## src/efr_pkg.sv

```systemverilog
package efr_pkg;

  typedef enum logic [2:0] {
    REG_START, REG_ESCAPE, REG_ADDR, REG_EUI, REG_TIMEOUT
  } cfg_reg_t;

  typedef enum logic [3:0] {
    KIND_HEADER, KIND_TYPE, KIND_SEQ, KIND_LENGTH, KIND_ADDRESS, KIND_PAYLOAD,
    KIND_GOOD, KIND_BAD_CRC, KIND_TIMEOUT
  } kind_t;

  typedef struct packed {
    logic [7:0]  start_byte;
    logic [7:0]  escape_byte;
    logic [7:0]  address_flag_mask;
    logic [3:0]  eui64_type_code;
    logic [15:0] timeout_ticks;
  } cfg_t;

  typedef struct packed {
    logic       tick;
    logic       escaped;
    logic [7:0] data;
  } token_t;

endpackage

```

## src/efr_if.sv

```systemverilog
interface efr_in_if;
  logic       valid;
  logic       ready;
  logic       opcode;
  logic [7:0] rx_byte;

  modport source (output valid, output opcode, output rx_byte, input ready);
  modport sink (input valid, input opcode, input rx_byte, output ready);
endinterface

interface efr_out_if;
  logic        valid;
  logic        ready;
  logic [3:0]  kind;
  logic [7:0]  value;
  logic [7:0]  position;
  logic [15:0] computed_crc;
  logic        end_of_frame;

  modport source (output valid, output kind, output value, output position,
                  output computed_crc, output end_of_frame, input ready);
  modport sink (input valid, input kind, input value, input position,
                input computed_crc, input end_of_frame, output ready);
endinterface

interface efr_cfg_if;
  logic        valid;
  logic        ready;
  logic [2:0]  index;
  logic [15:0] data;

  modport source (output valid, output index, output data, input ready);
  modport sink (input valid, input index, input data, output ready);
endinterface

```

## src/efr_front.sv

```systemverilog
module efr_front
  import efr_pkg::*;
(
  input  logic       clk,
  input  logic       rst_n,
  efr_in_if.sink     in_if,
  input  cfg_t       cfg,
  input  logic       fifo_full,
  output logic       push,
  output token_t     tok
);

  logic        esc_pending_r, esc_pending_nxt;
  logic [15:0] idle_r, idle_nxt;
  logic        accept;
  logic [16:0] idle_inc;

  assign in_if.ready = !fifo_full;
  assign accept      = in_if.valid && !fifo_full;
  assign idle_inc    = {1'b0, idle_r} + 17'd1;

  always_comb begin
    esc_pending_nxt = esc_pending_r;
    idle_nxt        = idle_r;
    push            = 1'b0;
    tok.tick        = 1'b0;
    tok.escaped     = 1'b0;
    tok.data        = in_if.rx_byte;
    if (accept) begin
      if (in_if.opcode) begin
        if (idle_inc >= {1'b0, cfg.timeout_ticks}) begin
          idle_nxt        = '0;
          esc_pending_nxt = 1'b0;
          push            = 1'b1;
          tok.tick        = 1'b1;
          tok.data        = '0;
        end else begin
          idle_nxt = idle_inc[15:0];
        end
      end else begin
        idle_nxt = '0;
        if (esc_pending_r) begin
          esc_pending_nxt = 1'b0;
          push            = 1'b1;
          tok.escaped     = 1'b1;
          tok.data        = ~in_if.rx_byte;
        end else if (in_if.rx_byte == cfg.escape_byte) begin
          esc_pending_nxt = 1'b1;
        end else begin
          push = 1'b1;
        end
      end
    end
  end

  always_ff @(posedge clk) begin
    if (!rst_n) begin
      esc_pending_r <= 1'b0;
      idle_r        <= '0;
    end else begin
      esc_pending_r <= esc_pending_nxt;
      idle_r        <= idle_nxt;
    end
  end

endmodule

```

## src/efr_fifo.sv

```systemverilog
module efr_fifo
  import efr_pkg::*;
(
  input  logic   clk,
  input  logic   rst_n,
  input  logic   push,
  input  token_t wdata,
  output logic   full,
  input  logic   pop,
  output token_t rdata,
  output logic   not_empty
);

  token_t     mem [2];
  logic       wr_ptr_r, wr_ptr_nxt;
  logic       rd_ptr_r, rd_ptr_nxt;
  logic [1:0] count_r, count_nxt;

  assign full      = (count_r == 2'd2);
  assign not_empty = (count_r != 2'd0);
  assign rdata     = mem[rd_ptr_r];

  always_comb begin
    wr_ptr_nxt = push ? ~wr_ptr_r : wr_ptr_r;
    rd_ptr_nxt = pop ? ~rd_ptr_r : rd_ptr_r;
    count_nxt  = count_r;
    if (push && !pop) begin
      count_nxt = count_r + 2'd1;
    end else if (pop && !push) begin
      count_nxt = count_r - 2'd1;
    end
  end

  always_ff @(posedge clk) begin
    if (push) begin
      mem[wr_ptr_r] <= wdata;
    end
  end

  always_ff @(posedge clk) begin
    if (!rst_n) begin
      wr_ptr_r <= 1'b0;
      rd_ptr_r <= 1'b0;
      count_r  <= '0;
    end else begin
      wr_ptr_r <= wr_ptr_nxt;
      rd_ptr_r <= rd_ptr_nxt;
      count_r  <= count_nxt;
    end
  end

endmodule

```

## src/efr_back.sv

```systemverilog
module efr_back
  import efr_pkg::*;
#(
  parameter int EUI_ADDRESS_BYTES = 8
) (
  input  logic       clk,
  input  logic       rst_n,
  input  cfg_t       cfg,
  input  logic       tok_valid,
  input  token_t     tok,
  output logic       pop,
  efr_out_if.source  out_if
);

  typedef enum logic [2:0] {
    PH_HEADER, PH_TYPE, PH_SEQ, PH_LENGTH,
    PH_ADDRESS, PH_PAYLOAD, PH_CRC_HI, PH_CRC_LO
  } phase_t;

  localparam logic [15:0] CRC_POLY    = 16'h8408;
  localparam logic [7:0] EUI_LAST     = 8'(EUI_ADDRESS_BYTES);

  function automatic logic [15:0] crc_byte(input logic [15:0] crc, input logic [7:0] b);
    logic [15:0] c;
    c = crc ^ {8'h00, b};
    for (int i = 0; i < 8; i++) begin
      c = c[0] ? ((c >> 1) ^ CRC_POLY) : (c >> 1);
    end
    return c;
  endfunction

  phase_t      phase_r, phase_nxt;
  logic        in_frame_r, in_frame_nxt;
  logic [7:0]  count_r, count_nxt;
  logic [7:0]  header_r, header_nxt;
  logic [7:0]  length_r, length_nxt;
  logic        along_r, along_nxt;
  logic [15:0] crc_r, crc_nxt;
  logic [7:0]  crc_hi_r, crc_hi_nxt;

  logic        out_valid_r, out_valid_nxt;
  logic [3:0]  kind_r, kind_nxt;
  logic [7:0]  value_r, value_nxt;
  logic [7:0]  pos_r, pos_nxt;
  logic [15:0] ocrc_r, ocrc_nxt;
  logic        eof_r, eof_nxt;

  logic [15:0] crc_upd;
  logic        emit;
  logic        along_eff;
  logic [7:0]  count_inc;

  assign pop       = tok_valid && (!out_valid_r || out_if.ready);
  assign crc_upd   = crc_byte(crc_r, tok.data);
  assign along_eff = along_r || (count_r == 8'd0 && tok.data[3:0] == cfg.eui64_type_code);
  assign count_inc = count_r + 8'd1;

  assign out_if.valid        = out_valid_r;
  assign out_if.kind         = kind_r;
  assign out_if.value        = value_r;
  assign out_if.position     = pos_r;
  assign out_if.computed_crc = ocrc_r;
  assign out_if.end_of_frame = eof_r;

  always_comb begin
    phase_nxt    = phase_r;
    in_frame_nxt = in_frame_r;
    count_nxt    = count_r;
    header_nxt   = header_r;
    length_nxt   = length_r;
    along_nxt    = along_r;
    crc_nxt      = crc_r;
    crc_hi_nxt   = crc_hi_r;
    emit         = 1'b0;
    kind_nxt     = kind_r;
    value_nxt    = tok.data;
    pos_nxt      = '0;
    ocrc_nxt     = crc_upd;
    eof_nxt      = 1'b0;
    if (pop) begin
      if (tok.tick) begin
        emit         = 1'b1;
        kind_nxt     = KIND_TIMEOUT;
        value_nxt    = '0;
        ocrc_nxt     = crc_r;
        eof_nxt      = 1'b1;
        in_frame_nxt = 1'b0;
        phase_nxt    = PH_HEADER;
        count_nxt    = '0;
        crc_nxt      = '0;
        crc_hi_nxt   = '0;
      end else if (!in_frame_r) begin
        if (!tok.escaped && tok.data == cfg.start_byte) begin
          in_frame_nxt = 1'b1;
          phase_nxt    = PH_HEADER;
          count_nxt    = '0;
          crc_nxt      = '0;
          crc_hi_nxt   = '0;
        end
      end else begin
        unique case (phase_r)
          PH_HEADER: begin
            emit       = 1'b1;
            kind_nxt   = KIND_HEADER;
            header_nxt = tok.data;
            crc_nxt    = crc_upd;
            phase_nxt  = PH_TYPE;
          end
          PH_TYPE: begin
            emit      = 1'b1;
            kind_nxt  = KIND_TYPE;
            crc_nxt   = crc_upd;
            phase_nxt = PH_SEQ;
          end
          PH_SEQ: begin
            emit      = 1'b1;
            kind_nxt  = KIND_SEQ;
            crc_nxt   = crc_upd;
            phase_nxt = PH_LENGTH;
          end
          PH_LENGTH: begin
            emit       = 1'b1;
            kind_nxt   = KIND_LENGTH;
            crc_nxt    = crc_upd;
            length_nxt = tok.data;
            along_nxt  = 1'b0;
            count_nxt  = '0;
            if ((header_r & cfg.address_flag_mask) == cfg.address_flag_mask) begin
              phase_nxt = PH_ADDRESS;
            end else begin
              phase_nxt = (tok.data != 8'd0) ? PH_PAYLOAD : PH_CRC_HI;
            end
          end
          PH_ADDRESS: begin
            emit      = 1'b1;
            kind_nxt  = KIND_ADDRESS;
            pos_nxt   = count_r;
            crc_nxt   = crc_upd;
            along_nxt = along_eff;
            if (count_r >= (along_eff ? EUI_LAST : 8'd0)) begin
              count_nxt = '0;
              phase_nxt = (length_r != 8'd0) ? PH_PAYLOAD : PH_CRC_HI;
            end else begin
              count_nxt = count_inc;
            end
          end
          PH_PAYLOAD: begin
            emit      = 1'b1;
            kind_nxt  = KIND_PAYLOAD;
            pos_nxt   = count_r;
            crc_nxt   = crc_upd;
            count_nxt = count_inc;
            if (count_inc >= length_r) begin
              phase_nxt = PH_CRC_HI;
            end
          end
          PH_CRC_HI: begin
            crc_hi_nxt = tok.data;
            phase_nxt  = PH_CRC_LO;
          end
          PH_CRC_LO: begin
            emit         = 1'b1;
            kind_nxt     = ({crc_hi_r, tok.data} == crc_r) ? KIND_GOOD : KIND_BAD_CRC;
            value_nxt    = '0;
            ocrc_nxt     = crc_r;
            eof_nxt      = 1'b1;
            in_frame_nxt = 1'b0;
            phase_nxt    = PH_HEADER;
            count_nxt    = '0;
            crc_nxt      = '0;
            crc_hi_nxt   = '0;
          end
          default: begin
            phase_nxt = PH_HEADER;
          end
        endcase
      end
    end
    if (emit) begin
      out_valid_nxt = 1'b1;
    end else if (out_if.ready) begin
      out_valid_nxt = 1'b0;
    end else begin
      out_valid_nxt = out_valid_r;
    end
  end

  always_ff @(posedge clk) begin
    if (!rst_n) begin
      phase_r     <= PH_HEADER;
      in_frame_r  <= 1'b0;
      count_r     <= '0;
      header_r    <= '0;
      length_r    <= '0;
      along_r     <= 1'b0;
      crc_r       <= '0;
      crc_hi_r    <= '0;
      out_valid_r <= 1'b0;
    end else begin
      phase_r     <= phase_nxt;
      in_frame_r  <= in_frame_nxt;
      count_r     <= count_nxt;
      header_r    <= header_nxt;
      length_r    <= length_nxt;
      along_r     <= along_nxt;
      crc_r       <= crc_nxt;
      crc_hi_r    <= crc_hi_nxt;
      out_valid_r <= out_valid_nxt;
    end
    if (emit) begin
      kind_r  <= kind_nxt;
      value_r <= value_nxt;
      pos_r   <= pos_nxt;
      ocrc_r  <= ocrc_nxt;
      eof_r   <= eof_nxt;
    end
  end

endmodule

```

## src/escaped_frame_receiver.sv

```systemverilog
// Channel   Dir  Payload                                          Transfer when
// in_if     in   opcode[0], rx_byte[7:0]                          valid && ready
// out_if    out  kind[3:0], value, position, computed_crc[15:0],   valid && ready
//                end_of_frame
// cfg_if    in   index[2:0], data[15:0]                           valid && ready
//
// One item per cycle while out_if is free; queue and output are registered.
// The front decodes escapes and counts idle ticks, a two-entry queue feeds the
// back, which parses fields and runs the CRC one byte per cycle.
// Synchronous active-low reset; no memory clearing pass. in_if stalls only when
// the queue is full; the queue fills when out_if is held off.
module escaped_frame_receiver
  import efr_pkg::*;
#(
  parameter int EUI_ADDRESS_BYTES = 8
) (
  input  logic      clk,
  input  logic      rst_n,
  efr_in_if.sink    in_if,
  efr_out_if.source out_if,
  efr_cfg_if.sink   cfg_if
);

  cfg_t   cfg_r;
  logic   push;
  logic   pop;
  logic   full;
  logic   not_empty;
  token_t tok_in;
  token_t tok_out;

  assign cfg_if.ready = 1'b1;

  always_ff @(posedge clk) begin
    if (!rst_n) begin
      cfg_r.start_byte        <= 8'h7e;
      cfg_r.escape_byte       <= 8'h7d;
      cfg_r.address_flag_mask <= 8'h40;
      cfg_r.eui64_type_code   <= 4'd2;
      cfg_r.timeout_ticks     <= 16'd1000;
    end else if (cfg_if.valid) begin
      unique case (cfg_if.index)
        REG_START:   cfg_r.start_byte        <= cfg_if.data[7:0];
        REG_ESCAPE:  cfg_r.escape_byte       <= cfg_if.data[7:0];
        REG_ADDR:    cfg_r.address_flag_mask <= cfg_if.data[7:0];
        REG_EUI:     cfg_r.eui64_type_code   <= cfg_if.data[3:0];
        REG_TIMEOUT: cfg_r.timeout_ticks     <= cfg_if.data;
        default: begin
        end
      endcase
    end
  end

  efr_front u_front (
    .clk       (clk),
    .rst_n     (rst_n),
    .in_if     (in_if),
    .cfg       (cfg_r),
    .fifo_full (full),
    .push      (push),
    .tok       (tok_in)
  );

  efr_fifo u_fifo (
    .clk       (clk),
    .rst_n     (rst_n),
    .push      (push),
    .wdata     (tok_in),
    .full      (full),
    .pop       (pop),
    .rdata     (tok_out),
    .not_empty (not_empty)
  );

  efr_back #(
    .EUI_ADDRESS_BYTES (EUI_ADDRESS_BYTES)
  ) u_back (
    .clk       (clk),
    .rst_n     (rst_n),
    .cfg       (cfg_r),
    .tok_valid (not_empty),
    .tok       (tok_out),
    .pop       (pop),
    .out_if    (out_if)
  );

endmodule
```

## src/flat_wrapper.sv

```systemverilog
// flat-port wrapper written by rule: the top's interface ports become plain ports
module escaped_frame_receiver_flat import efr_pkg::*;
#(
  parameter int EUI_ADDRESS_BYTES = 8
)
  (clk, rst_n, in_if_valid, in_if_opcode, in_if_rx_byte, in_if_ready, out_if_valid, out_if_kind, out_if_value, out_if_position, out_if_computed_crc, out_if_end_of_frame, out_if_ready, cfg_if_valid, cfg_if_index, cfg_if_data, cfg_if_ready);
  efr_in_if in_if_i ();
  efr_out_if out_if_i ();
  efr_cfg_if cfg_if_i ();
  input  logic clk;
  input  logic rst_n;
  input wire logic [$bits(in_if_i.valid)-1:0] in_if_valid;
  input wire logic [$bits(in_if_i.opcode)-1:0] in_if_opcode;
  input wire logic [$bits(in_if_i.rx_byte)-1:0] in_if_rx_byte;
  output wire logic [$bits(in_if_i.ready)-1:0] in_if_ready;
  output wire logic [$bits(out_if_i.valid)-1:0] out_if_valid;
  output wire logic [$bits(out_if_i.kind)-1:0] out_if_kind;
  output wire logic [$bits(out_if_i.value)-1:0] out_if_value;
  output wire logic [$bits(out_if_i.position)-1:0] out_if_position;
  output wire logic [$bits(out_if_i.computed_crc)-1:0] out_if_computed_crc;
  output wire logic [$bits(out_if_i.end_of_frame)-1:0] out_if_end_of_frame;
  input wire logic [$bits(out_if_i.ready)-1:0] out_if_ready;
  input wire logic [$bits(cfg_if_i.valid)-1:0] cfg_if_valid;
  input wire logic [$bits(cfg_if_i.index)-1:0] cfg_if_index;
  input wire logic [$bits(cfg_if_i.data)-1:0] cfg_if_data;
  output wire logic [$bits(cfg_if_i.ready)-1:0] cfg_if_ready;
  assign in_if_i.valid = in_if_valid;
  assign in_if_i.opcode = in_if_opcode;
  assign in_if_i.rx_byte = in_if_rx_byte;
  assign in_if_ready = in_if_i.ready;
  assign out_if_valid = out_if_i.valid;
  assign out_if_kind = out_if_i.kind;
  assign out_if_value = out_if_i.value;
  assign out_if_position = out_if_i.position;
  assign out_if_computed_crc = out_if_i.computed_crc;
  assign out_if_end_of_frame = out_if_i.end_of_frame;
  assign out_if_i.ready = out_if_ready;
  assign cfg_if_i.valid = cfg_if_valid;
  assign cfg_if_i.index = cfg_if_index;
  assign cfg_if_i.data = cfg_if_data;
  assign cfg_if_ready = cfg_if_i.ready;
  escaped_frame_receiver #(.EUI_ADDRESS_BYTES(EUI_ADDRESS_BYTES)) u_core (.clk(clk), .rst_n(rst_n), .in_if(in_if_i), .out_if(out_if_i), .cfg_if(cfg_if_i));
endmodule
```

## config.mk

```make
export PLATFORM = sky130hd
export DESIGN_NAME = escaped_frame_receiver_flat
export DESIGN_NICKNAME = d
export VERILOG_FILES = /design/src/efr_pkg.sv /design/src/efr_if.sv /design/src/efr_front.sv /design/src/efr_fifo.sv /design/src/efr_back.sv /design/src/escaped_frame_receiver.sv /design/src/flat_wrapper.sv
export SDC_FILE = /design/constraint.sdc
export NUM_CORES = 1
export LEC_CHECK = 0
export BUFFER_PORTS_ARGS = -buffer_cell sky130_fd_sc_hd__buf_2
export CORE_MARGIN = 4
export CORE_UTILIZATION = 65
export CTS_CLUSTER_DIAMETER = 80
export DETAILED_ROUTE_END_ITERATION = 8
export PLACE_DENSITY_LB_ADDON = 0.15
export SLEW_MARGIN = 20
export SYNTH_ARGS = -nofsm -noshare
export SYNTH_HDL_FRONTEND = slang
export SYNTH_SLANG_ARGS = --single-unit
```

## constraint.sdc

```tcl
create_clock -name clk -period 9.3 [get_ports clk]
set_clock_uncertainty 0.2 [all_clocks]
set_input_delay 2.325 -clock clk [delete_from_list [all_inputs] [get_ports clk]]
set_output_delay 2.325 -clock clk [all_outputs]
set_load 0.01 [all_outputs]
```

* Word level (Yosys, flattened, before mapping)
Memory sizes are Yosys's and may differ from the RTL's. A register that Yosys moved wholly into a read port is not among the register bits. Cells that the tools add are included. W data, S select, Z words.
Word-level totals: bits in registers 156, output and inout bits 40, input bits 33, bits in writable memories 20, logic and storage cells 194, memories kept 1
Cells by class: $lt $le $gt $ge 3, bitwise operators 17, muxes and demuxes 78, equality and inequality tests 23, reductions and logical operators 44, add/sub/neg operators 4
Memories:
- u_core.u_fifo.mem | words 2, bits a word 10, read ports 1, clocked after Yosys merged registers in 1, write ports 1, RTL line efr_fifo.sv:14 | token_t mem [2];
Operators by type and width (count):
- $mux W16 | 17
- $mux W8 | 12
- $pmux W16 S2 | 1
- $mux W1 | 29
- $pmux W4 S7 | 1
- $eq A8 B8 Y1 | 3
- $not A2 Y3 | 8
- $pmux W3 S8 | 1
- $pmux W8 S3 | 1
- $reduce_bool A8 Y1 | 3
- $reduce_and A4 Y1 | 5
- $add A16 B1 Y17 const B | 1
- $ge A17 B16 Y1 | 1
- $eq A16 B16 Y1 | 1
- $pmux W8 S2 | 1
- $xor A16 B8 Y16 | 1
- $eq A3 B3 Y1 const B | 5
- $mux W3 | 5
- $eq A3 B2 Y1 const B | 4
- $reduce_and A2 Y1 | 6
- $mux W10 | 1
- $mux W2 | 5
- $reduce_bool A2 Y1 | 5
- $mux W9 | 1
- other kinds (29) | 51

* Logic depth before layout (Yosys ltp)
depth in word-level cells 21, depth in mapped cells 18

* Cells and area by module
A second synthesis with hierarchy kept.
Unflattened totals: cells, all modules 938, area total of the unflattened synthesis 9168.8 um^2
By module, submodules not included:
- efr_back | seq. area each 2192.1 um^2, area each 4797.1 um^2, cells each 513, times used 1
- escaped_frame_receiver | seq. area each 880.8 um^2, area each 1791.7 um^2, cells each 177, times used 1
- efr_front | seq. area each 340.3 um^2, area each 1640.3 um^2, cells each 195, times used 1
- efr_fifo | seq. area each 700.7 um^2, area each 939.7 um^2, cells each 53, times used 1

* Worst setup path after synthesis
Ideal clock, no wire load.
path type in2reg, from in out_if_ready, to reg u_core.u_back.crc_r[14], data required time 8.967 ns, path buffers 1, stages on the path 8, data arrival time 5.145 ns, path slack 3.821 ns, setup time 0.133 ns, path through nor2b_1 -> nor2_2 -> inv_1 -> a21oi_1 -> a31oi_4 -> buf_2 -> nand3_1 -> o31ai_2
On the way: longest elaborated chain between the ends 3
Ends and longest elaborated chain:
- from (decl) | RTL line flat_wrapper.sv:22 | input wire logic [$bits(out_if_i.ready)-1:0] out_if_ready;
- $logic_or A1 B1 Y1 | RTL line efr_back.sv:53 | assign pop = tok_valid && (!out_valid_r || out_if.ready);
- $logic_and A1 B1 Y1 | RTL line efr_back.sv:53
- $reduce_and A3 Y1 (no source line)
- to (signal assigned) | RTL line efr_back.sv:206 | crc_r <= crc_nxt;
- to (decl) | RTL line efr_back.sv:38 | logic [15:0] crc_r, crc_nxt;
Every way passes these cells. A chain may end at the register's enable or synchronous reset.

* Worst setup path after layout
from reg u_core.u_front.idle_r[0], to reg u_core.u_fifo.count_r[1]
On the way: longest elaborated chain between the ends 8, elaborated cells on any way between the ends 10
Ends and longest elaborated chain:
- from (decl) | RTL line efr_front.sv:14 | logic [15:0] idle_r, idle_nxt;
- from (signal assigned) | RTL line efr_front.sv:62 | idle_r <= idle_nxt;
- $add A16 B1 Y17 * | RTL line efr_front.sv:20 | assign idle_inc = {1'b0, idle_r} + 17'd1;
- $ge A17 B16 Y1 * | RTL line efr_front.sv:31 | if (idle_inc >= {1'b0, cfg.timeout_ticks}) begin
- $mux W1 * | RTL line efr_front.sv:31
- $mux W1 * | RTL line efr_front.sv:30 | if (in_if.opcode) begin
- $mux W1 * | RTL line efr_front.sv:29 | if (accept) begin
- via u_core.push | RTL line escaped_frame_receiver.sv:25 | logic push;
- $logic_not A1 Y1 | RTL line efr_fifo.sv:29 | end else if (pop && !push) begin
- $logic_and A1 B1 Y1 | RTL line efr_fifo.sv:29
- $reduce_bool A2 Y1 (no source line)
- to (signal assigned) | RTL line efr_fifo.sv:48 | count_r <= count_nxt;
- to (decl) | RTL line efr_fifo.sv:17 | logic [1:0] count_r, count_nxt;
The timed path passes the listed nets; every way through them passes the cells marked *.

==> run_results.csv <==
group,metric,value,unit
synthesis,synth_edf_count,57,
power,power.density,216,nW/um^2
power,switching_power,663,uW
critical_path,path_buf_inv,0,
min_path,hold_depth,2,
clocking,clkSinkCount,177,
placed_design,dp_hpwl,13.5,mm
synthesis,synth_area_leaders,"dfxtp_1 (28%), edfxtp_1 (20%), nand2_1 (6.1%)",
timing,setup_tns,0,ns
critical_path,startpoint,"u_core.u_front.idle_r[0]$_SDFFE_PN0P_",
routing,wl_per_cell,16.4,um
timing,worst_pin_slew,1.07,ns
synthesis,synth.yosys.warnings,0,
clocking,cts_tree,"yes",
critical_path,crit_path_frequent_cell,"ha_1",
power,switching_share,0.315,
critical_path,cp_max_fo,8,
routing,ant_nets,0,
cells_and_area,drive_above_1_share,0.141,
routing,wl_met2,9.69,mm
clocking,hold_buffers,0,
cells_and_area,fin_cells,1187,
global_route,grt_pass1_wl,31.6,mm
synthesis,synth_cell_types,68,
clocking,cts_inserted_buffers,17,
synthesis,synth_ff_type,"dfxtp_1",
routing,vias_per_cell,5.79,
critical_path,required,9.44,ns
global_route,grt_use_total,0.263,
timing,fmax,0.210,GHz
timing,hold_viol,0,
die,fp.dieW,124,um
timing,min_period,4.75,ns
routing,drtIter0Drc,531,
cells_and_area,area_delta_synth_final,11.5,%
critical_path,end_kind,"register",
placed_design,placedCellCount,1154,
clocking,htree_levels,4,
global_route,grt_max_degree,68,
power,p_int,1.44,mW
clocking,clock_path_buffers,2,
synthesis,ys_seq_elements,177,
timing,setup_viol,0,
synthesis,async_flop_share,0,
critical_path,critical-path-max-stage-delay,0.52,ns
critical_path,crit_chain,"ha_1 > nand3_1 > nor2_1 > nand3_1 > nor2_1 > xor2_1 > ha_1 > a21o_1 > a21o_1 > o221ai_1 > nand2_1 > nor3_2 > nor3_1 > ha_1 > or3_1 > a21oi_1",
run,maxCapViolCount,0,
critical_path,crit_type,"reg -> reg",
timing,slew_headroom,0.283,
critical_path,critPathTopFamily,"simple AND/OR/NAND/NOR gates",
min_path,holdCritPathClass,"reg -> reg",
synthesis,yosysMostFrequentCell,"nand2_1",
synthesis,yosysTopAreaCellShare,0.275,
clocking,cts_resized,0,
critical_path,r2r_cells,16,
cells_and_area,fin_nets,1060,
routing,drc,0,
synthesis,yosysSeqAreaShare,0.471,
routing,finalWirelength,19.5,mm
synthesis,avgSynthCellArea,9.23,sq um
critical_path,r2r-start,"u_core.u_front.idle_r[0]$_SDFFE_PN0P_",
routing,drt-met1-wl,8.10,mm
clocking,root_buffer,"clkbuf_16",
synthesis,yosys.area.top_type,"dfxtp_1",
synthesis,synth.top_cells.by_count,"nand2_1 (143), dfxtp_1 (120), nor2_1 (77), nand3_1 (61), a21oi_1 (58)",
synthesis,syn-cell-area,8730,sq um
synthesis,syn-num-nets,1008,
routing,firstDrtPassIters,5,
power,ir_worst_vdd,0.000142,V
clocking,clock_latency,0.43,ns
die,start_util,0.662,
die,ios,73,
cells_and_area,postLayoutCoreUtil,0.738,
critical_path,cp.depth,16,
run_status,status,"finished, final reports clean",
power,p_leak,3.71,nW
clocking,path_clk_slew,0.06,ns
global_route,grt_pass1_vias,6484,
cells_and_area,antenna-diode-count,0,
critical_path,critPathSlowestCell,"nor3_2",
synthesis,syn_inst,946,
routing,top_layer,"met4",
global_route,antenna_found_initial,0,
critical_path,rrSetupSlack,4.55,ns
die,rows,42,
power,combinationalPowerShare,0.238,
power,seqPwrFrac,0.443,
die,dieArea,15400,sq um
placed_design,place.gp.congestion,0.887,
timing,report.final.slew_viol_count,0,
clocking,post-cts-setup-buffer-count,0,
critical_path,start_kind,"register",
timing,period_share,0.511,
die,die_y,124,um
routing,num_vias,6867,
die,fp.coreArea,13200,sq um
global_route,globalRouteOverflowTotal,0,
routing,dr_wl_met3,1.06,mm
placed_design,port_buffers,71,
power,clkPwrFrac,0.319,
min_path,hold_start,"u_core.cfg_r[12]$_SDFFE_PN0P_",
critical_path,worst_ep_arrival_time,4.90,ns
timing,rsz0062_at_grt,"no",
-- sequential cells by signal, indices dropped and copies added, names as in the netlist, 16 cells and up, named ones only --
register and cells:
u_core.cfg_r 44, u_core.u_fifo.mem 20, u_core.u_back.crc_r 16, u_core.u_back.out_if.computed_crc 16
u_core.u_front.idle_r 16
-- worst paths after layout --
path | end
worst max-delay path | u_core.u_fifo.count_r[1]$_SDFFE_PN0P_
worst min-delay path | u_core.cfg_r[12]$_SDFFE_PN0P_
worst max register to register | u_core.u_fifo.count_r[1]$_SDFFE_PN0P_
worst min register to register | u_core.cfg_r[12]$_SDFFE_PN0P_
-- through the flow --
stage	worst slack (ns)	power, mW	hold slack, ns	area [sq um]
2_1_floorplan	3.82	1.31	0.236	8730
4_1_cts	4.59	2.11	0.256	9710
5_1_grt	4.10	2.20	0.272	9730
6_report	4.55	2.11	0.253	9730
3_5_place_dp	4.28	1.44	0.246	9160
3_3_place_gp	4.30	1.43	0.243	9160
-- area by class of cell --
type,count,area (sq um)
well taps,176,220
clock inverters,14,114
repair buffers,77,408
flip-flops and latches,177,4110
clock buffers,18,439
inverters,42,158
multi-input cells,683,4280
fillers,974,3460
-- worst reg2reg max path, stage by stage (launching register included) --
cell and delay (ns):
dfxtp_1 0.45, ha_1 0.28, nand3_1 0.17, nor2_1 0.29, nand3_1 0.27, nor2_1 0.19
xor2_1 0.24, ha_1 0.28, a21o_1 0.16, a21o_1 0.17, o221ai_1 0.27, nand2_1 0.11
nor3_2 0.52, nor3_1 0.15, ha_1 0.36, or3_1 0.39, a21oi_1 0.17
-- layer usage --
| layer | global-route usage | vias up |
|---|---|---|
| li1 | - | 3412 |
| met1 | 0.318 | 3174 |
| met2 | 0.461 | 232 |
| met3 | 0.0431 | 49 |
| met4 | 0.117 | 0 |
| met5 | 0 | - |
-- power by group through the flow --
stage	Combinational, mW	Clock [mW]	Sequential (mW)
after floorplan	0.355	0	0.955
after global placement	0.482	0	0.949
after detailed placement	0.492	0	0.950
after CTS	0.496	0.678	0.933
after global routing	0.552	0.712	0.939
final	0.502	0.672	0.932
-- logic make-up after synthesis --
kind of cell	Yosys count	synth area share
AND/OR/NAND/NOR	385	0.209
flip-flops	177	0.471
AO/OA/AOI/OAI	171	0.126
buffers and inverters	86	0.0407
XOR/XNOR	81	0.0821
adder cells (fa/ha/maj)	29	0.0416
multiplexers	16	0.0288
other	1	0.000430
-- layout by cell type, fill, tap and decap left out, types with 5 or more instances in the layout --
cell type and n:
o21ai_1 21, mux2i_4 7, a21o_1 5, nor4_1 15, clkbuf_16 17, dfxtp_1 120, edfxtp_1 57, xnor2_1 42
buf_4 5, nand2_1 143, nand4_1 6, o211ai_1 8, nor3_1 17, nand2b_1 8, inv_1 38, a211oi_1 17
nand3_1 61, mux2i_1 8, buf_2 71, o22ai_1 6, o21ai_0 15, a21oi_1 57, ha_1 29, o31ai_2 7
and3_1 11, a31oi_1 11, nor2b_1 7, and2_1 11, nor2_1 77, o2bb2ai_1 8, xor2_1 38
Note: power is estimated with default switching activity, not from simulation.
